[config.mk]
export PLATFORM = sky130hd
export DESIGN_NAME = round_robin_vertex_worklist
export DESIGN_NICKNAME = d
export VERILOG_FILES = /design/src/rtl/rrvw_pkg.sv /design/src/rtl/round_robin_vertex_worklist.sv /design/src/rtl/rrvw_ctrl.sv /design/src/rtl/rrvw_datapath.sv
export SDC_FILE = /design/constraint.sdc
export NUM_CORES = 1
export LEC_CHECK = 0
export BUFFER_PORTS_ARGS = -buffer_cell sky130_fd_sc_hd__buf_4
export CORE_ASPECT_RATIO = 1.5
export CORE_MARGIN = 2
export CORE_UTILIZATION = 45
export DETAILED_ROUTE_END_ITERATION = 6
export SLEW_MARGIN = 20
export SYNTH_ARGS = -nofsm -noshare
export SYNTH_HDL_FRONTEND = slang
export SYNTH_SLANG_ARGS = --single-unit
[constraint.sdc]
create_clock -name clk -period 4.3 [get_ports clk]
set_input_delay 0.86 -clock clk [delete_from_list [all_inputs] [get_ports clk]]
set_output_delay 0.86 -clock clk [all_outputs]
set_load 0.1 [all_outputs]
[src/rtl/rrvw_pkg.sv]
// shared types and constants for the round-robin vertex worklist
// no dependencies; imported by the controller, the datapath and the top level
package rrvw_pkg;

    localparam int MAX_VERTICES = 64;
    localparam int IDX_W        = $clog2(MAX_VERTICES);
    localparam int VTX_W        = 6;
    localparam int SIZE_W       = 7;

    typedef enum logic [1:0] {
        REQ_NEXT     = 2'd0,
        REQ_MARK_CMP = 2'd1,
        REQ_MARK_LST = 2'd2,
        REQ_SEEK     = 2'd3
    } req_t;

    typedef enum logic [1:0] {
        ST_OK      = 2'd0,
        ST_EMPTY   = 2'd1,
        ST_BAD_POS = 2'd2
    } status_t;

    typedef enum logic [2:0] {
        S_IDLE,
        S_SINGLE,
        S_NEXT_EV,
        S_CMP_RD,
        S_CMP_EV,
        S_LST_RD,
        S_LST_EV
    } state_t;

    // where the output beat takes its vertex from
    typedef enum logic [1:0] {
        OUT_PEND_LAST,
        OUT_PEND_MORE,
        OUT_READ
    } out_src_t;

    typedef struct packed {
        logic     rd_pos;
        logic     rd_walk;
        logic     map_wr;
        logic     seek_wr;
        logic     walk_init;
        logic     walk_inc;
        logic     cmp_step;
        logic     cmp_done;
        logic     map_clr;
        logic     pos_adv;
        logic     pend_load;
        status_t  pend_status;
        logic     list_take;
        logic     out_load;
        out_src_t out_src;
    } cmd_t;

    typedef struct packed {
        logic out_free;
        logic size_zero;
        logic seek_bad;
        logic walk_end;
        logic rd_marked;
        logic pend_valid;
    } stat_t;

endpackage

[src/rtl/round_robin_vertex_worklist.sv]
// top level of the round-robin vertex worklist
// depends on rrvw_pkg, rrvw_ctrl and rrvw_datapath
//
// channel   dir  handshake             payload
// s_axis    in   tvalid/tready         tuser req_type, tlast mark_last,
//                                      tdata vertex_index, visited_bit, seek_position
// m_axis    out  tvalid/tready         tuser vertex_valid, status, tlast last_result,
//                                      tdata vertex, set_size, set_empty
// cfg       in   cfg_we                cfg_wdata vertex_count
//
// a non-final mark beat returns to idle; seek and next wait while the output is full
// final compaction and listing marks walk the stored vertices, reading then evaluating
// each, paced by the single read port of the vertex store; listing also waits on output stalls
// reset and a count write rebuild the store at once through per-entry valid bits
// a full output register holds the listing walk; input is taken only between requests
module round_robin_vertex_worklist (
    input  logic                        clk,
    input  logic                        rst_n,
    input  logic                        cfg_we,
    input  logic [rrvw_pkg::SIZE_W-1:0] cfg_wdata,
    input  logic                        s_axis_tvalid,
    output logic                        s_axis_tready,
    input  logic [15:0]                 s_axis_tdata,  // vertex_index, visited_bit, seek_position
    input  logic [1:0]                  s_axis_tuser,  // req_type
    input  logic                        s_axis_tlast,
    output logic                        m_axis_tvalid,
    input  logic                        m_axis_tready,
    output logic [15:0]                 m_axis_tdata,  // vertex, set_size, set_empty
    output logic [2:0]                  m_axis_tuser,  // vertex_valid, status
    output logic                        m_axis_tlast
);
    import rrvw_pkg::*;

    cmd_t              cmd;
    stat_t             stat;
    logic [VTX_W-1:0]  out_vertex;
    logic              out_vertex_valid;
    logic [SIZE_W-1:0] out_set_size;
    logic              out_set_empty;
    logic [1:0]        out_status;

    rrvw_ctrl u_ctrl (
        .clk      (clk),
        .rst_n    (rst_n),
        .in_valid (s_axis_tvalid),
        .in_ready (s_axis_tready),
        .in_req   (s_axis_tuser),
        .in_last  (s_axis_tlast),
        .stat     (stat),
        .cmd      (cmd)
    );

    rrvw_datapath u_datapath (
        .clk              (clk),
        .rst_n            (rst_n),
        .cfg_we           (cfg_we),
        .cfg_wdata        (cfg_wdata),
        .in_vertex_index  (s_axis_tdata[5:0]),
        .in_visited_bit   (s_axis_tdata[6]),
        .in_seek_position (s_axis_tdata[12:7]),
        .cmd              (cmd),
        .stat             (stat),
        .out_valid        (m_axis_tvalid),
        .out_ready        (m_axis_tready),
        .out_vertex       (out_vertex),
        .out_vertex_valid (out_vertex_valid),
        .out_last         (m_axis_tlast),
        .out_set_size     (out_set_size),
        .out_set_empty    (out_set_empty),
        .out_status       (out_status)
    );

    assign m_axis_tdata = {2'b00, out_set_empty, out_set_size, out_vertex};
    assign m_axis_tuser = {out_status, out_vertex_valid};

endmodule

[src/rtl/rrvw_ctrl.sv]
// sequencer for the vertex worklist: decodes requests and steps the walks
// depends on rrvw_pkg; drives the datapath through cmd_t, watches stat_t
module rrvw_ctrl (
    input  logic           clk,
    input  logic           rst_n,
    input  logic           in_valid,
    output logic           in_ready,
    input  logic [1:0]     in_req,
    input  logic           in_last,
    input  rrvw_pkg::stat_t stat,
    output rrvw_pkg::cmd_t  cmd
);
    import rrvw_pkg::*;

    state_t state_reg;
    state_t state_next;
    req_t   req;
    logic   accept;
    logic   list_stall;

    assign req        = req_t'(in_req);
    assign in_ready   = (state_reg == S_IDLE);
    assign accept     = in_valid && in_ready;
    assign list_stall = stat.rd_marked && stat.pend_valid && !stat.out_free;

    always_ff @(posedge clk or negedge rst_n)
    begin
        if (!rst_n)
        begin
            state_reg <= S_IDLE;
        end
        else
        begin
            state_reg <= state_next;
        end
    end

    always_comb
    begin
        state_next = state_reg;
        unique case (state_reg)
            S_IDLE:
            begin
                if (accept)
                begin
                    unique case (req)
                        REQ_NEXT:     state_next = stat.size_zero ? S_SINGLE : S_NEXT_EV;
                        REQ_SEEK:     state_next = S_SINGLE;
                        REQ_MARK_CMP: state_next = in_last ? S_CMP_RD : S_IDLE;
                        REQ_MARK_LST: state_next = in_last ? S_LST_RD : S_IDLE;
                    endcase
                end
            end
            S_SINGLE:  state_next = stat.out_free ? S_IDLE : S_SINGLE;
            S_NEXT_EV: state_next = stat.out_free ? S_IDLE : S_NEXT_EV;
            S_CMP_RD:  state_next = stat.walk_end ? S_SINGLE : S_CMP_EV;
            S_CMP_EV:  state_next = S_CMP_RD;
            S_LST_RD:  state_next = stat.walk_end ? S_SINGLE : S_LST_EV;
            S_LST_EV:  state_next = list_stall ? S_LST_EV : S_LST_RD;
            default:   state_next = S_IDLE;
        endcase
    end

    always_comb
    begin
        cmd             = '0;
        cmd.pend_status = ST_OK;
        cmd.out_src     = OUT_PEND_LAST;
        unique case (state_reg)
            S_IDLE:
            begin
                if (accept)
                begin
                    unique case (req)
                        REQ_NEXT:
                        begin
                            if (stat.size_zero)
                            begin
                                cmd.pend_load   = 1'b1;
                                cmd.pend_status = ST_EMPTY;
                            end
                            else
                            begin
                                cmd.rd_pos = 1'b1;
                            end
                        end
                        REQ_SEEK:
                        begin
                            cmd.pend_load   = 1'b1;
                            cmd.pend_status = stat.seek_bad ? ST_BAD_POS : ST_OK;
                            cmd.seek_wr     = !stat.seek_bad;
                        end
                        REQ_MARK_CMP, REQ_MARK_LST:
                        begin
                            cmd.map_wr    = 1'b1;
                            cmd.walk_init = in_last;
                        end
                    endcase
                end
            end
            S_SINGLE:
            begin
                cmd.out_load = stat.out_free;
                cmd.out_src  = OUT_PEND_LAST;
            end
            S_NEXT_EV:
            begin
                cmd.out_load = stat.out_free;
                cmd.out_src  = OUT_READ;
                cmd.pos_adv  = stat.out_free;
            end
            S_CMP_RD:
            begin
                if (stat.walk_end)
                begin
                    cmd.cmp_done  = 1'b1;
                    cmd.map_clr   = 1'b1;
                    cmd.pend_load = 1'b1;
                end
                else
                begin
                    cmd.rd_walk = 1'b1;
                end
            end
            S_CMP_EV:
            begin
                cmd.cmp_step = 1'b1;
                cmd.walk_inc = 1'b1;
            end
            S_LST_RD:
            begin
                // pending slot already holds the final beat, or nothing
                cmd.map_clr = stat.walk_end;
                cmd.rd_walk = !stat.walk_end;
            end
            S_LST_EV:
            begin
                if (!list_stall)
                begin
                    cmd.walk_inc  = 1'b1;
                    cmd.list_take = stat.rd_marked;
                    cmd.out_load  = stat.rd_marked && stat.pend_valid;
                    cmd.out_src   = OUT_PEND_MORE;
                end
            end
            default:
            begin
                cmd.out_load = 1'b0;
            end
        endcase
    end

endmodule

[src/rtl/rrvw_datapath.sv]
// datapath of the vertex worklist: vertex store, visited bitmap, position,
// size, walk counters and the output register; depends on rrvw_pkg
module rrvw_datapath (
    input  logic                          clk,
    input  logic                          rst_n,
    input  logic                          cfg_we,
    input  logic [rrvw_pkg::SIZE_W-1:0]   cfg_wdata,
    input  logic [rrvw_pkg::VTX_W-1:0]    in_vertex_index,
    input  logic                          in_visited_bit,
    input  logic [rrvw_pkg::VTX_W-1:0]    in_seek_position,
    input  rrvw_pkg::cmd_t                cmd,
    output rrvw_pkg::stat_t               stat,
    output logic                          out_valid,
    input  logic                          out_ready,
    output logic [rrvw_pkg::VTX_W-1:0]    out_vertex,
    output logic                          out_vertex_valid,
    output logic                          out_last,
    output logic [rrvw_pkg::SIZE_W-1:0]   out_set_size,
    output logic                          out_set_empty,
    output logic [1:0]                    out_status
);
    import rrvw_pkg::*;

    logic [VTX_W-1:0]        store_mem [MAX_VERTICES];
    logic [MAX_VERTICES-1:0] store_ok_reg;
    logic [MAX_VERTICES-1:0] visited_reg;

    logic [VTX_W-1:0]  rd_data_reg;
    logic              rd_ok_reg;
    logic [IDX_W-1:0]  rd_addr_reg;
    logic [VTX_W-1:0]  rd_word;

    logic [IDX_W-1:0]  pos_reg;
    logic [SIZE_W-1:0] size_reg;
    logic [SIZE_W-1:0] walk_j_reg;
    logic [SIZE_W-1:0] walk_k_reg;

    logic [VTX_W-1:0]  pend_vertex_reg;
    logic              pend_valid_reg;
    status_t           pend_status_reg;

    logic              out_valid_reg;
    logic [VTX_W-1:0]  out_vertex_reg;
    logic              out_vvalid_reg;
    logic              out_last_reg;
    logic [SIZE_W-1:0] out_size_reg;
    logic              out_empty_reg;
    status_t           out_status_reg;

    logic [IDX_W-1:0]  pos_eff;
    logic [IDX_W-1:0]  rd_addr;
    logic              rd_en;
    logic [SIZE_W-1:0] pos_inc;
    logic [SIZE_W-1:0] cfg_count;
    logic              store_we;
    logic              out_free;

    // an entry never written since the last rebuild still holds its own index
    assign rd_word  = rd_ok_reg ? rd_data_reg : VTX_W'(rd_addr_reg);
    assign pos_eff  = (SIZE_W'(pos_reg) < size_reg) ? pos_reg : '0;
    assign rd_addr  = cmd.rd_walk ? walk_j_reg[IDX_W-1:0] : pos_eff;
    assign rd_en    = cmd.rd_pos || cmd.rd_walk;
    assign pos_inc  = SIZE_W'(rd_addr_reg) + SIZE_W'(1);
    assign store_we = cmd.cmp_step && !stat.rd_marked;
    assign out_free = !out_valid_reg || out_ready;

    always_comb
    begin
        priority if (cfg_wdata == '0)
            cfg_count = SIZE_W'(1);
        else if (cfg_wdata > SIZE_W'(MAX_VERTICES))
            cfg_count = SIZE_W'(MAX_VERTICES);
        else
            cfg_count = cfg_wdata;
    end

    assign stat.out_free   = out_free;
    assign stat.size_zero  = (size_reg == '0);
    assign stat.seek_bad   = (SIZE_W'(in_seek_position) >= size_reg);
    assign stat.walk_end   = (walk_j_reg == size_reg);
    assign stat.rd_marked  = visited_reg[rd_word[IDX_W-1:0]];
    assign stat.pend_valid = pend_valid_reg;

    // vertex store and its read port
    always_ff @(posedge clk)
    begin
        if (store_we)
        begin
            store_mem[walk_k_reg[IDX_W-1:0]] <= rd_word;
        end
        if (rd_en)
        begin
            rd_data_reg <= store_mem[rd_addr];
            rd_ok_reg   <= store_ok_reg[rd_addr];
            rd_addr_reg <= rd_addr;
        end
    end

    always_ff @(posedge clk or negedge rst_n)
    begin
        if (!rst_n)
        begin
            store_ok_reg <= '0;
            visited_reg  <= '0;
            pos_reg      <= '0;
            size_reg     <= SIZE_W'(MAX_VERTICES);
            walk_j_reg   <= '0;
            walk_k_reg   <= '0;
        end
        else if (cfg_we)
        begin
            store_ok_reg <= '0;
            visited_reg  <= '0;
            pos_reg      <= '0;
            size_reg     <= cfg_count;
        end
        else
        begin
            if (store_we)
            begin
                store_ok_reg[walk_k_reg[IDX_W-1:0]] <= 1'b1;
                walk_k_reg <= walk_k_reg + SIZE_W'(1);
            end
            if (cmd.map_clr)
            begin
                visited_reg <= '0;
            end
            else if (cmd.map_wr && (SIZE_W'(in_vertex_index) < SIZE_W'(MAX_VERTICES)))
            begin
                visited_reg[in_vertex_index[IDX_W-1:0]] <= in_visited_bit;
            end
            if (cmd.walk_init)
            begin
                walk_j_reg <= '0;
                walk_k_reg <= '0;
            end
            else if (cmd.walk_inc)
            begin
                walk_j_reg <= walk_j_reg + SIZE_W'(1);
            end
            if (cmd.cmp_done)
            begin
                size_reg <= walk_k_reg;
                pos_reg  <= '0;
            end
            else if (cmd.seek_wr)
            begin
                pos_reg <= in_seek_position[IDX_W-1:0];
            end
            else if (cmd.pos_adv)
            begin
                pos_reg <= (pos_inc >= size_reg) ? '0 : pos_inc[IDX_W-1:0];
            end
        end
    end

    // one listed vertex is held back so the final beat can carry last
    always_ff @(posedge clk or negedge rst_n)
    begin
        if (!rst_n)
        begin
            pend_valid_reg <= 1'b0;
        end
        else if (cmd.walk_init || cmd.pend_load)
        begin
            pend_valid_reg <= 1'b0;
        end
        else if (cmd.list_take)
        begin
            pend_valid_reg <= 1'b1;
        end
    end

    always_ff @(posedge clk)
    begin
        if (cmd.walk_init || cmd.pend_load)
        begin
            pend_vertex_reg <= '0;
            pend_status_reg <= cmd.walk_init ? ST_OK : cmd.pend_status;
        end
        else if (cmd.list_take)
        begin
            pend_vertex_reg <= rd_word;
        end
    end

    always_ff @(posedge clk or negedge rst_n)
    begin
        if (!rst_n)
        begin
            out_valid_reg <= 1'b0;
        end
        else if (cmd.out_load)
        begin
            out_valid_reg <= 1'b1;
        end
        else if (out_ready)
        begin
            out_valid_reg <= 1'b0;
        end
    end

    always_ff @(posedge clk)
    begin
        if (cmd.out_load)
        begin
            out_size_reg  <= size_reg;
            out_empty_reg <= (size_reg == '0);
            unique case (cmd.out_src)
                OUT_READ:
                begin
                    out_vertex_reg <= rd_word;
                    out_vvalid_reg <= 1'b1;
                    out_last_reg   <= 1'b1;
                    out_status_reg <= ST_OK;
                end
                OUT_PEND_MORE:
                begin
                    out_vertex_reg <= pend_vertex_reg;
                    out_vvalid_reg <= pend_valid_reg;
                    out_last_reg   <= 1'b0;
                    out_status_reg <= ST_OK;
                end
                default:
                begin
                    out_vertex_reg <= pend_vertex_reg;
                    out_vvalid_reg <= pend_valid_reg;
                    out_last_reg   <= 1'b1;
                    out_status_reg <= pend_status_reg;
                end
            endcase
        end
    end

    assign out_valid        = out_valid_reg;
    assign out_vertex       = out_vertex_reg;
    assign out_vertex_valid = out_vvalid_reg;
    assign out_last         = out_last_reg;
    assign out_set_size     = out_size_reg;
    assign out_set_empty    = out_empty_reg;
    assign out_status       = out_status_reg;

endmodule

==> impl_metrics.yaml <==
timing:
  whs_ns: 0.296
  slew-limit-headroom_pct: 28.8
  period_minus_slack_ns: 4.21
  tightest_slew_ns: 1.06
  finalHoldViolations: 0
  fmax_ghz: 0.238
  finalMaxSlewViolations: 0
  period_share_pct: 97.8
  setup_viol: 0
  rsz0062_at_grt: "no"
  finClkSkew_ns: 0.0216
  tns_ns: 0
clocking:
  postCtsHoldBufs: 0
  cts_buffer_depth: 3
  cts_buffers: 54
  cts-resized-gates: 0
  post-cts-setup-buffers: 0
  clock_latency_ns: 0.62
  clkSinkCount: 583
  cts_root_buf: "clkbuf_16"
  cts_tree: "built"
  htree_levels: 2
  cts.clk_slew.worst_paths_ns: 0.07
synthesis:
  synth_ff_type: "edfxtp_1"
  synth_top_area_share_pct: 47.4
  synth_edf_count: 417
  syn_inst: 2372
  synthArstFlopShare_pct: 27.4
  synthTopCellsByArea: "edfxtp_1 (47%), dfrtp_1 (15%), nand2_1 (5.2%)"
  synth_top_cell_by_area: "edfxtp_1"
  avgSynthCellArea_um2: 11.1
  synth_most_common_cell: "edfxtp_1"
  ys_warn_count: 0
  ys_types: 77
  synthTopCellsByCount: "edfxtp_1 (417), nand2_1 (369), nor2_1 (246), dfrtp_1 (159), a21oi_1 (158)"
  ys_seq_elements: 583
  netlist_area_um2: 26400
  ys_seq_area_share_pct: 63.0
die:
  die_y_um: 301
  ios: 53
  floorplan.initialDensity_pct: 45.6
  placementRows: 108
  core_um2: 58000
  die_x_um: 202
  die_area_um2: 60700
run:
  cap_violations: 0
routing:
  via_per_inst: 5.87
  drt_iter0_markers: 1599
  dr.pass1.iters: 5
  totalWireLength_um: 74400
  drc: 0
  ant_nets: 0
  wl_per_cell_um: 23.0
  vias: 19000
placed_design:
  dpl-instance-area_um2: 28100
  hpwl_um: 48900
  gp_congestion: 0.884
  port_buffers: 47
layout:
  largest_register_ffs: 384
  num_antenna_cells: 0
  final_layout_size_suffix_gt1_share_pct: 11.9
  syn2layout_area_growth_pct: 13.1
  nets: 2481
  final_area_um2: 29900
global_route:
  grt_max_degree: 86
  grt_antenna_before_repair: 0
  grt_pass1_vias: 18800
  grtUsageTotal_pct: 24.5
  gr-total-overflow: 0
  grt_pass1_wl_um: 113000
setup_path:
  cp-start-kind: "flop"
  path_class: "reg -> reg"
  path_max_fanout: 28
  cp.required_ns: 4.64
  end_kind: "flop"
  critPathArrivalTime_ns: 4.54
outcome:
  status: "complete, no violations"
min_path:
  hold_path.class: "in -> async"
power:
  p_leak_uw: 0.0109
  peakVddDrop_uv: 313
  power_density_nw_per_um2: 538
-- path summary, 6_finish.rpt --
kind                                                                 start                                         end  slack, ns  cells after the start
max in group asynchronous                                            rst_n        u_datapath.walk_j_reg[4]$_DFFE_PN0P_       3.05                      2
worst max register to register          u_datapath.size_reg[5]$_DFFE_PN0P_         u_datapath.rd_data_reg[3]$_DFFE_PP_       0.09                     13
worst max-delay path                    u_datapath.size_reg[5]$_DFFE_PN0P_         u_datapath.rd_data_reg[3]$_DFFE_PP_       0.09                     13
worst min register to register  u_datapath.pend_vertex_reg[4]$_SDFFE_PN0P_  u_datapath.pend_vertex_reg[4]$_SDFFE_PN0P_       0.50                      2
min in group clk                                              cfg_wdata[6]          u_datapath.size_reg[3]$_DFFE_PN0P_       0.49                      2
worst min-delay path                                                 rst_n       u_datapath.visited_reg[4]$_DFFE_PN0P_       0.30                      1
-- logic make-up (layout without fill, tap and decap cells) --
logic type,count (synthesis),count (layout),share of synthesized area (%)
AO/OA/AOI/OAI,577,577,13.8
XOR/XNOR,13,13,0.431
adder cells (fa/ha/maj),28,28,1.33
buffers and inverters,262,355,4.16
flip-flops,583,583,63.0
multiplexers,104,104,3.95
other,1,2,0.0142
AND/OR/NAND/NOR,804,804,13.3
-- power by group --
group	switching [uW]	internal, uW	total (uW)
clock network	2140	2650	4790
logic	3250	1280	4530
registers	197	6580	6770
total	5580	10500	16100
-- routing by layer --
| metal | vias to the layer above | global-route usage, % | wire (um) |
|---|---|---|---|
| li1 | 8745 | - | - |
| met1 | 9361 | 28.6 | 28000 |
| met2 | 685 | 42.9 | 37700 |
| met3 | 215 | 3.35 | 3930 |
| met4 | 0 | 14.7 | 4670 |
| met5 | - | 0 | 0 |
-- placed cells by master, fill, tap and decap left out, drive strengths merged, types with 20 or more instances in the layout --
cell type	n
clkinv	21
a32oi	21
a21oi	158
and3	20
a221oi	29
mux2i	101
clkbuf	71
nor4	23
edfxtp	417
ha	28
buf	162
o21ai	120
nor2	246
a31oi	56
dfrtp	159
nand3	48
o22ai	97
inv	94
nand2	373
-- worst max-delay path, cell delays in order, from the launching register on --
cell     delay, ns
dfrtp_1       0.45
inv_1         0.15
ha_1          0.34
a21oi_1       0.16
a21oi_1       0.10
a21oi_1       0.49
nand3_1       0.40
o32ai_4       0.25
buf_12        0.26
a32oi_1       0.11
and3_1        0.28
nor4_1        0.61
buf_4         0.22
nor4_1        0.08
-- cell type report --
class | count | area, um^2
clock buffer | 71 | 1430
clock inverter | 29 | 303
fill | 5032 | 28100
inverter | 93 | 350
multi-input combinational | 1528 | 8800
sequential | 583 | 16600
tap | 770 | 963
timing repair buffer | 162 | 1400
-- metrics by stage --
| stage | setup WS [ns] | utilization, % | std cells | power, uW |
|---|---|---|---|---|
| after detailed placement | 0.225 | 48.6 | 3136 | 11400 |
| after global routing | 0.0526 | 51.5 | 3236 | 16700 |
| after global placement | 0.245 | 48.6 | 3136 | 11300 |
| after CTS | 0.205 | 51.5 | 3236 | 16200 |
| after floorplan | 0.381 | - | 2373 | 9500 |
| final | 0.0948 | 51.5 | 3236 | 16100 |
Note: power is estimated with default switching activity, not from simulation.
